[src/sv/hsa_pkg.sv]
// Shared types, constants and helper functions of the heading sector announcer.
package hsa_pkg;

  localparam int unsigned TIME_BITS   = 32;
  localparam int unsigned LEADER_BITS = 16;
  localparam int unsigned HEAD_BITS   = 12;
  localparam int unsigned DELTA_BITS  = 11;
  localparam int unsigned SCALED_BITS = 18;
  localparam int unsigned ADDR_BITS   = 5;

  localparam logic [HEAD_BITS-1:0]  FULL_TURN   = 12'd3600;
  localparam logic [HEAD_BITS-1:0]  HALF_TURN   = 12'd1800;
  localparam logic [HEAD_BITS-1:0]  SECTOR_SPAN = 12'd450;
  localparam logic [HEAD_BITS-1:0]  SECTOR_HALF = 12'd225;
  localparam logic [SCALED_BITS-1:0] RATE_SCALE = 18'd100;

  localparam logic [2:0] REASON_NONE    = 3'd0;
  localparam logic [2:0] REASON_STOPPED = 3'd1;
  localparam logic [2:0] REASON_TURNING = 3'd2;
  localparam logic [2:0] REASON_SETTLED = 3'd3;
  localparam logic [2:0] REASON_FACING  = 3'd4;

  localparam logic [2:0] REG_ROTATE_DPS = 3'd0;
  localparam logic [2:0] REG_MAX_TURN   = 3'd1;
  localparam logic [2:0] REG_QUIET      = 3'd2;
  localparam logic [2:0] REG_MIN_GAP    = 3'd3;
  localparam logic [2:0] REG_SETTLE     = 3'd4;
  localparam logic [2:0] REG_HYST       = 3'd5;

  typedef logic [TIME_BITS-1:0] tstamp_t;

  typedef struct packed {
    logic [11:0] rotate_threshold_dps;
    logic [12:0] max_turn_dps;
    logic [15:0] quiet_ms;
    logic [15:0] min_announce_interval_ms;
    logic [15:0] settle_ms;
    logic [7:0]  hysteresis_tenths;
  } cfg_t;

  typedef struct packed {
    logic                   kind;
    logic                   heading_valid;
    logic [HEAD_BITS-1:0]   heading;
    tstamp_t                time_ms;
    logic                   cinematic_active;
    logic                   auto_orient_active;
    logic [LEADER_BITS-1:0] leader_id;
    logic [15:0]            dedup_window_ms;
  } item_t;

  typedef struct packed {
    logic dt_nonzero;
    logic jump;
    logic rate_high;
  } rate_t;

  function automatic logic [2:0] sector_of(input logic [HEAD_BITS-1:0] h);
    logic [2:0] s;
    s = 3'd0;
    for (int i = 1; i < 8; i++) begin
      if (h >= HEAD_BITS'(i * 450 - 225)) begin
        s = 3'(i);
      end
    end
    if (h >= HEAD_BITS'(8 * 450 - 225)) begin
      s = 3'd0;
    end
    return s;
  endfunction

  function automatic logic [HEAD_BITS-1:0] sector_center(input logic [2:0] s);
    return HEAD_BITS'({9'd0, s} * SECTOR_SPAN);
  endfunction

  // Shortest angular distance between two headings, in tenths.
  function automatic logic [DELTA_BITS-1:0] abs_delta(input logic [HEAD_BITS-1:0] a,
                                                      input logic [HEAD_BITS-1:0] b);
    logic [HEAD_BITS-1:0] e;
    e = (a >= b) ? (a - b) : (b - a);
    if (e > HALF_TURN) begin
      return DELTA_BITS'(FULL_TURN - e);
    end
    return DELTA_BITS'(e);
  endfunction

endpackage

[src/sv/heading_sector_announcer_top.sv]
// Top level of the heading sector announcer: input register, tracking core, registers.
//
//   Channel   Handshake                        Payload
//   input     in_valid_i / in_ready_o          kind .. dedup_window_ms
//   result    out_valid_o / out_ready_i        speak, sector, reason
//   config    psel, penable, pwrite / pready   paddr, pwdata, prdata
//
// One item is accepted per cycle while the result register is free or being taken; its result
// passes the input register and then the result register. The state update loop is combinational.
// Reset clears the tracking state and loads the register defaults; no clearing pass.
// A stalled result holds in the result register while one more item waits at the input.
module heading_sector_announcer_top
  import hsa_pkg::*;
(
  input  logic                   clk_i,
  input  logic                   rst_ni,
  input  logic                   in_valid_i,
  output logic                   in_ready_o,
  input  logic                   kind_i,
  input  logic                   heading_valid_i,
  input  logic [HEAD_BITS-1:0]   heading_i,
  input  logic [TIME_BITS-1:0]   time_ms_i,
  input  logic                   cinematic_active_i,
  input  logic                   auto_orient_active_i,
  input  logic [LEADER_BITS-1:0] leader_id_i,
  input  logic [15:0]            dedup_window_ms_i,
  output logic                   out_valid_o,
  input  logic                   out_ready_i,
  output logic                   speak_o,
  output logic [2:0]             sector_o,
  output logic [2:0]             reason_o,
  input  logic                   psel,
  input  logic                   penable,
  input  logic                   pwrite,
  input  logic [ADDR_BITS-1:0]   paddr,
  input  logic [31:0]            pwdata,
  output logic [31:0]            prdata,
  output logic                   pready
);

  cfg_t  cfg;
  item_t item_q;
  logic  item_valid_q;
  logic  step;

  assign step       = item_valid_q & (~out_valid_o | out_ready_i);
  assign in_ready_o = ~item_valid_q | step;

  always_ff @(posedge clk_i or negedge rst_ni) begin
    if (!rst_ni) begin
      item_valid_q <= 1'b0;
    end else if (in_ready_o) begin
      item_valid_q <= in_valid_i;
    end
  end

  always_ff @(posedge clk_i) begin
    if (in_valid_i && in_ready_o) begin
      item_q.kind               <= kind_i;
      item_q.heading_valid      <= heading_valid_i;
      item_q.heading            <= heading_i;
      item_q.time_ms            <= time_ms_i;
      item_q.cinematic_active   <= cinematic_active_i;
      item_q.auto_orient_active <= auto_orient_active_i;
      item_q.leader_id          <= leader_id_i;
      item_q.dedup_window_ms    <= dedup_window_ms_i;
    end
  end

  hsa_cfg u_cfg (
    .clk_i   (clk_i),
    .rst_ni  (rst_ni),
    .psel    (psel),
    .penable (penable),
    .pwrite  (pwrite),
    .paddr   (paddr),
    .pwdata  (pwdata),
    .prdata  (prdata),
    .pready  (pready),
    .cfg_o   (cfg)
  );

  hsa_core u_core (
    .clk_i       (clk_i),
    .rst_ni      (rst_ni),
    .step_i      (step),
    .item_i      (item_q),
    .cfg_i       (cfg),
    .out_ready_i (out_ready_i),
    .out_valid_o (out_valid_o),
    .speak_o     (speak_o),
    .sector_o    (sector_o),
    .reason_o    (reason_o)
  );

  a_quiet_fields: assert property (@(posedge clk_i) disable iff (!rst_ni)
    (out_valid_o && !speak_o) |-> (sector_o == 3'd0 && reason_o == REASON_NONE))
    else $error("Silent result carries a sector or reason.");

  a_speak_reason: assert property (@(posedge clk_i) disable iff (!rst_ni)
    out_valid_o |-> (speak_o == (reason_o != REASON_NONE)))
    else $error("Announce flag and reason disagree.");

  a_reason_code: assert property (@(posedge clk_i) disable iff (!rst_ni)
    out_valid_o |-> (reason_o <= REASON_FACING))
    else $error("Reason code out of range.");

  a_full_stall: assert property (@(posedge clk_i) disable iff (!rst_ni)
    (item_valid_q && out_valid_o && !out_ready_i) |-> !in_ready_o)
    else $error("Input taken while both stages are full and stalled.");

endmodule

[src/sv/hsa_cfg.sv]
// Configuration register file behind the APB-style port.
module hsa_cfg
  import hsa_pkg::*;
(
  input  logic                 clk_i,
  input  logic                 rst_ni,
  input  logic                 psel,
  input  logic                 penable,
  input  logic                 pwrite,
  input  logic [ADDR_BITS-1:0] paddr,
  input  logic [31:0]          pwdata,
  output logic [31:0]          prdata,
  output logic                 pready,
  output cfg_t                 cfg_o
);

  cfg_t cfg_q, cfg_d;
  logic wr_en;

  assign wr_en  = psel & penable & pwrite;
  assign pready = 1'b1;
  assign cfg_o  = cfg_q;

  always_comb begin
    cfg_d = cfg_q;
    if (wr_en) begin
      case (paddr[4:2])
        REG_ROTATE_DPS: cfg_d.rotate_threshold_dps     = pwdata[11:0];
        REG_MAX_TURN:   cfg_d.max_turn_dps             = pwdata[12:0];
        REG_QUIET:      cfg_d.quiet_ms                 = pwdata[15:0];
        REG_MIN_GAP:    cfg_d.min_announce_interval_ms = pwdata[15:0];
        REG_SETTLE:     cfg_d.settle_ms                = pwdata[15:0];
        REG_HYST:       cfg_d.hysteresis_tenths        = pwdata[7:0];
        default:        cfg_d = cfg_q;
      endcase
    end
  end

  always_comb begin
    case (paddr[4:2])
      REG_ROTATE_DPS: prdata = {20'd0, cfg_q.rotate_threshold_dps};
      REG_MAX_TURN:   prdata = {19'd0, cfg_q.max_turn_dps};
      REG_QUIET:      prdata = {16'd0, cfg_q.quiet_ms};
      REG_MIN_GAP:    prdata = {16'd0, cfg_q.min_announce_interval_ms};
      REG_SETTLE:     prdata = {16'd0, cfg_q.settle_ms};
      REG_HYST:       prdata = {24'd0, cfg_q.hysteresis_tenths};
      default:        prdata = 32'd0;
    endcase
  end

  always_ff @(posedge clk_i or negedge rst_ni) begin
    if (!rst_ni) begin
      cfg_q.rotate_threshold_dps     <= 12'd30;
      cfg_q.max_turn_dps             <= 13'd1200;
      cfg_q.quiet_ms                 <= 16'd250;
      cfg_q.min_announce_interval_ms <= 16'd300;
      cfg_q.settle_ms                <= 16'd500;
      cfg_q.hysteresis_tenths        <= 8'd50;
    end else begin
      cfg_q <= cfg_d;
    end
  end

endmodule

[src/sv/hsa_rate.sv]
// Turn rate compare of the current against the previous heading sample.
module hsa_rate
  import hsa_pkg::*;
(
  input  logic [HEAD_BITS-1:0] heading_i,
  input  logic [HEAD_BITS-1:0] prev_heading_i,
  input  tstamp_t              now_i,
  input  tstamp_t              prev_time_i,
  input  cfg_t                 cfg_i,
  output rate_t                rate_o
);

  localparam int unsigned PROD_BITS = TIME_BITS + 13;

  tstamp_t                dt;
  logic [SCALED_BITS-1:0] scaled;
  logic [PROD_BITS-1:0]   prod_thr;
  logic [PROD_BITS-1:0]   prod_max;
  logic [PROD_BITS-1:0]   scaled_ext;

  assign dt         = now_i - prev_time_i;
  assign scaled     = SCALED_BITS'(abs_delta(heading_i, prev_heading_i)) * RATE_SCALE;
  assign scaled_ext = PROD_BITS'(scaled);
  assign prod_thr   = PROD_BITS'(cfg_i.rotate_threshold_dps) * PROD_BITS'(dt);
  assign prod_max   = PROD_BITS'(cfg_i.max_turn_dps) * PROD_BITS'(dt);

  // The angle times 100 stands against the rate limit times the elapsed milliseconds.
  assign rate_o.dt_nonzero = (dt != '0);
  assign rate_o.jump       = (scaled_ext > prod_max);
  assign rate_o.rate_high  = (prod_thr <= scaled_ext);

endmodule

[src/sv/hsa_core.sv]
// Sector tracking state, announce decision and result register.
module hsa_core
  import hsa_pkg::*;
(
  input  logic       clk_i,
  input  logic       rst_ni,
  input  logic       step_i,
  input  item_t      item_i,
  input  cfg_t       cfg_i,
  input  logic       out_ready_i,
  output logic       out_valid_o,
  output logic       speak_o,
  output logic [2:0] sector_o,
  output logic [2:0] reason_o
);

  logic                   anchored_q, anchored_d;
  logic [2:0]             spoken_sector_q, spoken_sector_d;
  logic [2:0]             pending_sector_q, pending_sector_d;
  tstamp_t                change_time_q, change_time_d;
  tstamp_t                spoken_time_q, spoken_time_d;
  logic [HEAD_BITS-1:0]   prev_heading_q, prev_heading_d;
  logic                   prev_heading_valid_q, prev_heading_valid_d;
  tstamp_t                prev_time_q, prev_time_d;
  logic                   was_rotating_q, was_rotating_d;
  logic [LEADER_BITS-1:0] last_leader_q, last_leader_d;
  tstamp_t                jump_time_q, jump_time_d;
  logic                   muted_q, muted_d;

  logic       out_valid_q;
  logic       speak_q, speak_d;
  logic [2:0] sector_q, sector_d;
  logic [2:0] reason_q, reason_d;

  logic [HEAD_BITS-1:0] h;
  tstamp_t              now;
  logic [2:0]           raw_sector;
  rate_t                rate;
  logic                 have_rate, jumped, disc, rotating, stopped;
  logic [2:0]           sticky, pend_new, sec;
  tstamp_t              change_eff, jump_eff;
  logic                 do_emit;
  logic [2:0]           emit_reason;

  assign h          = (item_i.heading >= FULL_TURN) ? (item_i.heading - FULL_TURN)
                                                    : item_i.heading;
  assign now        = item_i.time_ms;
  assign raw_sector = sector_of(h);

  hsa_rate u_rate (
    .heading_i      (h),
    .prev_heading_i (prev_heading_q),
    .now_i          (now),
    .prev_time_i    (prev_time_q),
    .cfg_i          (cfg_i),
    .rate_o         (rate)
  );

  always_comb begin
    anchored_d           = anchored_q;
    spoken_sector_d      = spoken_sector_q;
    pending_sector_d     = pending_sector_q;
    change_time_d        = change_time_q;
    spoken_time_d        = spoken_time_q;
    prev_heading_d       = prev_heading_q;
    prev_heading_valid_d = prev_heading_valid_q;
    prev_time_d          = prev_time_q;
    was_rotating_d       = was_rotating_q;
    last_leader_d        = last_leader_q;
    jump_time_d          = jump_time_q;
    muted_d              = muted_q;

    have_rate   = prev_heading_valid_q & rate.dt_nonzero;
    jumped      = have_rate & rate.jump;
    disc        = (item_i.leader_id != last_leader_q) | jumped;
    rotating    = !disc && (have_rate ? rate.rate_high : was_rotating_q);
    stopped     = !disc && was_rotating_q && !rotating;
    jump_eff    = disc ? now : jump_time_q;
    sticky      = (abs_delta(h, sector_center(spoken_sector_q)) <=
                   DELTA_BITS'(SECTOR_HALF) + DELTA_BITS'(cfg_i.hysteresis_tenths))
                  ? spoken_sector_q : raw_sector;
    pend_new    = sticky;
    change_eff  = (sticky != pending_sector_q) ? now : change_time_q;
    sec         = stopped ? raw_sector : pend_new;
    do_emit     = 1'b0;
    emit_reason = REASON_NONE;

    if (item_i.kind) begin
      sec = raw_sector;
      if (item_i.heading_valid && !item_i.cinematic_active) begin
        if (!(anchored_q && (raw_sector == spoken_sector_q) &&
              ((now - spoken_time_q) < TIME_BITS'(item_i.dedup_window_ms)))) begin
          do_emit     = 1'b1;
          emit_reason = REASON_FACING;
        end
      end
    end else if (!item_i.heading_valid) begin
      anchored_d           = 1'b0;
      pending_sector_d     = 3'd0;
      prev_heading_valid_d = 1'b0;
      muted_d              = 1'b0;
      last_leader_d        = '0;
      jump_time_d          = '0;
    end else if (item_i.cinematic_active) begin
      muted_d = 1'b1;
    end else if (muted_q || (!item_i.auto_orient_active && !anchored_q)) begin
      muted_d              = 1'b0;
      anchored_d           = 1'b1;
      spoken_sector_d      = raw_sector;
      pending_sector_d     = raw_sector;
      change_time_d        = now;
      spoken_time_d        = now;
      was_rotating_d       = 1'b0;
      prev_heading_valid_d = 1'b0;
      last_leader_d        = item_i.leader_id;
      jump_time_d          = '0;
    end else if (item_i.auto_orient_active) begin
      was_rotating_d       = 1'b0;
      prev_heading_valid_d = 1'b0;
    end else begin
      if (!prev_heading_valid_q || rate.dt_nonzero) begin
        prev_heading_valid_d = 1'b1;
        prev_heading_d       = h;
        prev_time_d          = now;
      end
      last_leader_d    = item_i.leader_id;
      jump_time_d      = jump_eff;
      was_rotating_d   = rotating;
      pending_sector_d = pend_new;
      change_time_d    = change_eff;
      if (sec != spoken_sector_q) begin
        if ((jump_eff != '0) && ((now - jump_eff) < TIME_BITS'(cfg_i.settle_ms))) begin
          do_emit = 1'b0;
        end else if (stopped) begin
          do_emit     = 1'b1;
          emit_reason = REASON_STOPPED;
        end else if (rotating &&
                     ((now - spoken_time_q) >= TIME_BITS'(cfg_i.min_announce_interval_ms))) begin
          do_emit     = 1'b1;
          emit_reason = REASON_TURNING;
        end else if ((now - change_eff) >= TIME_BITS'(cfg_i.quiet_ms)) begin
          do_emit     = 1'b1;
          emit_reason = REASON_SETTLED;
        end
      end
    end

    if (do_emit) begin
      anchored_d       = 1'b1;
      spoken_sector_d  = sec;
      pending_sector_d = sec;
      change_time_d    = now;
      spoken_time_d    = now;
    end

    speak_d  = do_emit;
    sector_d = do_emit ? sec : 3'd0;
    reason_d = emit_reason;
  end

  always_ff @(posedge clk_i or negedge rst_ni) begin
    if (!rst_ni) begin
      anchored_q           <= 1'b0;
      spoken_sector_q      <= 3'd0;
      pending_sector_q     <= 3'd0;
      change_time_q        <= '0;
      spoken_time_q        <= '0;
      prev_heading_q       <= '0;
      prev_heading_valid_q <= 1'b0;
      prev_time_q          <= '0;
      was_rotating_q       <= 1'b0;
      last_leader_q        <= '0;
      jump_time_q          <= '0;
      muted_q              <= 1'b0;
      out_valid_q          <= 1'b0;
    end else begin
      if (step_i) begin
        anchored_q           <= anchored_d;
        spoken_sector_q      <= spoken_sector_d;
        pending_sector_q     <= pending_sector_d;
        change_time_q        <= change_time_d;
        spoken_time_q        <= spoken_time_d;
        prev_heading_q       <= prev_heading_d;
        prev_heading_valid_q <= prev_heading_valid_d;
        prev_time_q          <= prev_time_d;
        was_rotating_q       <= was_rotating_d;
        last_leader_q        <= last_leader_d;
        jump_time_q          <= jump_time_d;
        muted_q              <= muted_d;
        out_valid_q          <= 1'b1;
      end else if (out_ready_i) begin
        out_valid_q <= 1'b0;
      end
    end
  end

  always_ff @(posedge clk_i) begin
    if (step_i) begin
      speak_q  <= speak_d;
      sector_q <= sector_d;
      reason_q <= reason_d;
    end
  end

  assign out_valid_o = out_valid_q;
  assign speak_o     = speak_q;
  assign sector_o    = sector_q;
  assign reason_o    = reason_q;

endmodule
[config.mk]
export PLATFORM = sky130hd
export DESIGN_NAME = heading_sector_announcer_top
export DESIGN_NICKNAME = d
export VERILOG_FILES = /design/src/sv/hsa_pkg.sv /design/src/sv/heading_sector_announcer_top.sv /design/src/sv/hsa_cfg.sv /design/src/sv/hsa_rate.sv /design/src/sv/hsa_core.sv
export SDC_FILE = /design/constraint.sdc
export NUM_CORES = 2
export LEC_CHECK = 0
export BUFFER_PORTS_ARGS = -buffer_cell sky130_fd_sc_hd__buf_2
export CAP_MARGIN = 15
export CORE_MARGIN = 3
export CORE_UTILIZATION = 45
export CTS_BUF_LIST = sky130_fd_sc_hd__clkbuf_4 sky130_fd_sc_hd__clkbuf_8
export CTS_CLUSTER_SIZE = 28
export DETAILED_ROUTE_END_ITERATION = 8
export PLACE_DENSITY = 0.71
export SLEW_MARGIN = 30
export SYNTH_ARGS = -nofsm -noshare
export SYNTH_HDL_FRONTEND = slang
export SYNTH_SLANG_ARGS = --single-unit
[constraint.sdc]
create_clock -name clk_i -period 20.5 [get_ports clk_i]
set_input_delay 2.05 -clock clk_i [delete_from_list [all_inputs] [get_ports clk_i]]
set_output_delay 2.05 -clock clk_i [all_outputs]
set_load 0.05 [all_outputs]
==> results.toml <==
[run_status]
run_status = "complete, no violations"

[timing]
max_freq_ghz = 0.0525
tightest_slew_ns = 0.989
rsz0062_at_grt = "false"
final.min_clock_period_ns = 19.05
clock-skew-final_ns = 0.0552
timing.setup.tns_ns = 0
fin_worst_hold_slack_ns = 0.490
tightest_slew_margin_relative_to_the_limit_pct = 34.0
final_min_period_over_clock_period_pct = 92.9
hold_viol = 0
slew_violations = 0
setup_viol = 0

[critical_path]
critical_path_destination = "u_core.spoken_time_q[31]$_DFFE_PN0P_"
path_class = "reg2reg"
worst-path-stages = 76
regToRegStartpoint = "item_q[66]$_DFFE_PP_"
ff2ff_setup_slack_ns = 1.45
cp_data_required_time_ns = 21.03
crit_buf_inv = 1
r2r_cells = 76
critical_path.startpoint_type = "flip-flop"
cp-end-kind = "flip-flop"
launch_point_of_the_critical_path = "item_q[66]$_DFFE_PP_"
arrival_time_worst_endpoint_ns = 19.58
max_stage_delay_ns = 0.62
critical_path.max_fanout = 32
path_delay_family = "compound AO/OA/AOI/OAI gates"
crit_path_frequent_cell = "sky130_fd_sc_hd__a21oi_1"
crit_path_top_delay_cell = "sky130_fd_sc_hd__edfxtp_1"
r2r-end = "u_core.spoken_time_q[31]$_DFFE_PN0P_"

[floorplanning]
die_area_um2 = 125000
top_level_ports = 166
die_w_um = 353
die_span_y_um = 353
core_area_um2 = 119000
placementRows = 126
initial_core_util_pct = 45.7

[synthesis]
synth_cells = 6211
async_sr_flop_fraction_pct = 74.1
synthesis_warning_total = 0
synthesis.area_per_instance_um2 = 8.74
synth.yosys.seq_area_share_pct = 16.3
yosys.cell_types.count = 109
synth_edf_count = 87
synth_ff_type = "sky130_fd_sc_hd__dfrtp_1"
post_synth_instance_area_um2 = 54300
ys_seq_elements = 336

[final_layout]
p_r_area_growth_vs_syn_pct = 6.92
layout-drive-gt1-share_pct = 9.42
design.final.nets = 7464
fin_area_um2 = 58100
instances_no_fill = 7859
fillCellCount = 11269

[placement]
numPortBuffers = 130
post_dp_cell_area_um2 = 56900
total_placed_cells_including_tap_cells = 7761
dp_hpwl_um = 123000
gpl.final_weighted_congestion = 0.929

[routing]
route.detailed.wl_per_inst_um = 19.9
remaining_drc_errors = 0
drt_iter0_drc = 3362
number_of_routed_nets_with_antenna_violations = 0
post_drt_via_cell_ratio = 5.75
detail_route.wirelength_um = 156000
drt_pass1_iterations = 6
via_count = 45212

[global_route]
largest_net_degree_at_the_start_of_global_routing = 72
grt_pass1_vias = 46048
antenna_found_initial = 7
globalRouteOverflowTotal = 0
global_route_wire_length_before_repair_um = 251000
globalRouteTotalUtil_pct = 24.8

[clock_tree]
postCtsSetupRepairBufs = 0
clk_root_buffer_cell = "sky130_fd_sc_hd__clkbuf_8"
cts.sink_count = 336
h_tree_depth = 2
cts_tree = "done"
worst_setup_hold_path_clk_slew_ns = 0.07
cts_max_path_buffers = 3
clk_latency_ns = 0.67
cts_buffers = 49

[worst_hold_path]
worstHoldPathType = "reg2reg"

[job]
maxCapViolCount = 0
[Yosys cell counts, types with 14 or more instances]
cell type | number | area, µm²
sky130_fd_sc_hd__o21ai_0 | 277 | 1390
sky130_fd_sc_hd__inv_1 | 882 | 3310
sky130_fd_sc_hd__nand3_1 | 84 | 420
sky130_fd_sc_hd__o31ai_1 | 22 | 165
sky130_fd_sc_hd__or3_1 | 27 | 169
sky130_fd_sc_hd__a211oi_1 | 45 | 338
sky130_fd_sc_hd__ha_1 | 482 | 6030
sky130_fd_sc_hd__edfxtp_1 | 87 | 2610
sky130_fd_sc_hd__nand3b_1 | 18 | 135
sky130_fd_sc_hd__clkbuf_1 | 258 | 968
sky130_fd_sc_hd__and3_1 | 71 | 444
sky130_fd_sc_hd__or4_1 | 15 | 113
sky130_fd_sc_hd__dfrtp_1 | 222 | 5560
sky130_fd_sc_hd__a31oi_1 | 43 | 269
sky130_fd_sc_hd__and2_1 | 237 | 1480
sky130_fd_sc_hd__o21a_1 | 65 | 488
sky130_fd_sc_hd__a22oi_1 | 15 | 113
sky130_fd_sc_hd__mux2_2 | 118 | 1330
sky130_fd_sc_hd__nand2b_1 | 63 | 394
sky130_fd_sc_hd__fa_1 | 646 | 12900
sky130_fd_sc_hd__a21oi_1 | 278 | 1390
sky130_fd_sc_hd__o2111ai_1 | 25 | 219
sky130_fd_sc_hd__a21o_1 | 114 | 856
sky130_fd_sc_hd__mux2_4 | 23 | 345
sky130_fd_sc_hd__a2111oi_0 | 14 | 123
sky130_fd_sc_hd__nand4_1 | 57 | 357
sky130_fd_sc_hd__a21boi_0 | 20 | 150
sky130_fd_sc_hd__o22ai_1 | 25 | 156
sky130_fd_sc_hd__o211ai_1 | 30 | 225
sky130_fd_sc_hd__nor2_1 | 223 | 837
sky130_fd_sc_hd__a211o_1 | 17 | 149
sky130_fd_sc_hd__nand2_1 | 834 | 3130
sky130_fd_sc_hd__mux2i_1 | 100 | 1000
sky130_fd_sc_hd__nor2b_1 | 73 | 457
sky130_fd_sc_hd__o21bai_1 | 51 | 383
sky130_fd_sc_hd__buf_4 | 23 | 173
sky130_fd_sc_hd__xor2_1 | 57 | 499
sky130_fd_sc_hd__dfstp_2 | 27 | 709
sky130_fd_sc_hd__nor3_1 | 82 | 410
sky130_fd_sc_hd__nor4_1 | 43 | 269
sky130_fd_sc_hd__xnor2_1 | 140 | 1230
[layout by cell type, fill, tap and decap left out, drive strengths merged, types with 25 or more instances in the layout]
cell type	n
clkbuf	72
o22ai	26
o211ai	30
o2111ai	25
ha	482
xnor2	141
nor2	224
fa	646
a211oi	47
mux2	150
nand2	834
dfstp	27
a21o	114
dfrtp	222
a31oi	43
buf	240
inv	884
and2	237
nand3	84
o21a	65
nand2b	63
nor3	82
and3	71
or3	29
nor2b	73
xor2	57
mux2i	100
edfxtp	87
nand4	59
nor4	44
a21oi	281
o21ai	286
o21bai	51
[metal layers]
metal | wire length (µm) | share of wire [%] | global-route usage, % | vias up
li1 | - | - | - | 20796
met1 | 66600 | 43 | 33.4 | 22414
met2 | 73000 | 47 | 41.2 | 1686
met3 | 10700 | 6.9 | 3.07 | 314
met4 | 5890 | 3.8 | 8.66 | 2
met5 | 12 | 0.0077 | 0 | -
[metrics by stage]
| step | setup slack (ns) | utilization, % |
|---|---|---|
| after floorplan | 2.66 | - |
| after global placement | 0.937 | 47.8 |
| after detailed placement | 0.828 | 47.8 |
| after CTS | 0.755 | 48.8 |
| after global routing | 0.0393 | 48.8 |
| final | 1.45 | 48.8 |
[what timing repair did]
item / 4_1_cts / 5_1_grt
gates resized for setup: 0 / 9
endpoints found under the setup margin: 0 / 74
hold buffers: 0 / 0
[state kept, by name, indices dropped and copies added (netlist names), 3 cells and up]
register / cells
item_q: 80
u_cfg.cfg_o: 81
u_core.change_time_q: 32
u_core.jump_time_q: 32
u_core.last_leader_q: 16
u_core.pending_sector_q: 3
u_core.prev_heading_q: 12
u_core.prev_time_q: 32
u_core.reason_o: 3
u_core.sector_o: 3
u_core.spoken_sector_q: 3
u_core.spoken_time_q: 32
[worst min path at each step]
stage,from,endpoint,slack [ns],depth (start not counted)
CTS,u_core.prev_time_q[4]$_DFFE_PN0P_,u_core.prev_time_q[4]$_DFFE_PN0P_,0.49,2
detailed placement,u_core.prev_time_q[4]$_DFFE_PN0P_,u_core.prev_time_q[4]$_DFFE_PN0P_,0.48,2
global placement,u_core.prev_time_q[4]$_DFFE_PN0P_,u_core.prev_time_q[4]$_DFFE_PN0P_,0.47,2
floorplan,u_core.prev_heading_q[11]$_DFFE_PN0P_,u_core.prev_heading_q[11]$_DFFE_PN0P_,0.45,2
finish,u_core.prev_time_q[4]$_DFFE_PN0P_,u_core.prev_time_q[4]$_DFFE_PN0P_,0.49,2
global route,u_core.change_time_q[15]$_DFFE_PN0P_,u_core.change_time_q[15]$_DFFE_PN0P_,0.51,1
[worst reg2reg max path, delay by kind of cell, from the launching register on]
family	cells	cell delay, ns
buf+inv	1	0.30
fa+ha+maj	10	3.08
xor+xnor	5	0.93
mux	2	0.80
simple gates	21	4.60
flops	1	0.62
compound gates	37	8.59
[cell type report]
class / count / area, µm² / area share [%]
multi-input combinational: 4701 / 41200 / 71.0
timing repair buffer: 240 / 1500 / 2.58
antenna: 6 / 15.0 / 0.0259
clock buffer: 72 / 872 / 1.50
tap: 1600 / 2000 / 3.45
sequential: 336 / 8880 / 15.3
inverter: 884 / 3320 / 5.72
clock inverter: 20 / 263 / 0.453
[kinds of logic (layout without fill, tap and decap cells)]
family / after synthesis / in the layout / share of synthesized area [%]
fa+ha+maj: 1132 / 1132 / 35.0
xor+xnor: 199 / 199 / 3.25
other cells: 2 / 23 / 0.0138
compound gates: 1201 / 1201 / 14.7
buf+inv: 1189 / 1216 / 8.45
mux: 253 / 253 / 5.24
flops: 336 / 336 / 16.3
simple gates: 1899 / 1899 / 17.0
Power is not shown: default switching activity piles up to over one toggle a cycle in this logic, so the estimate is an artifact.
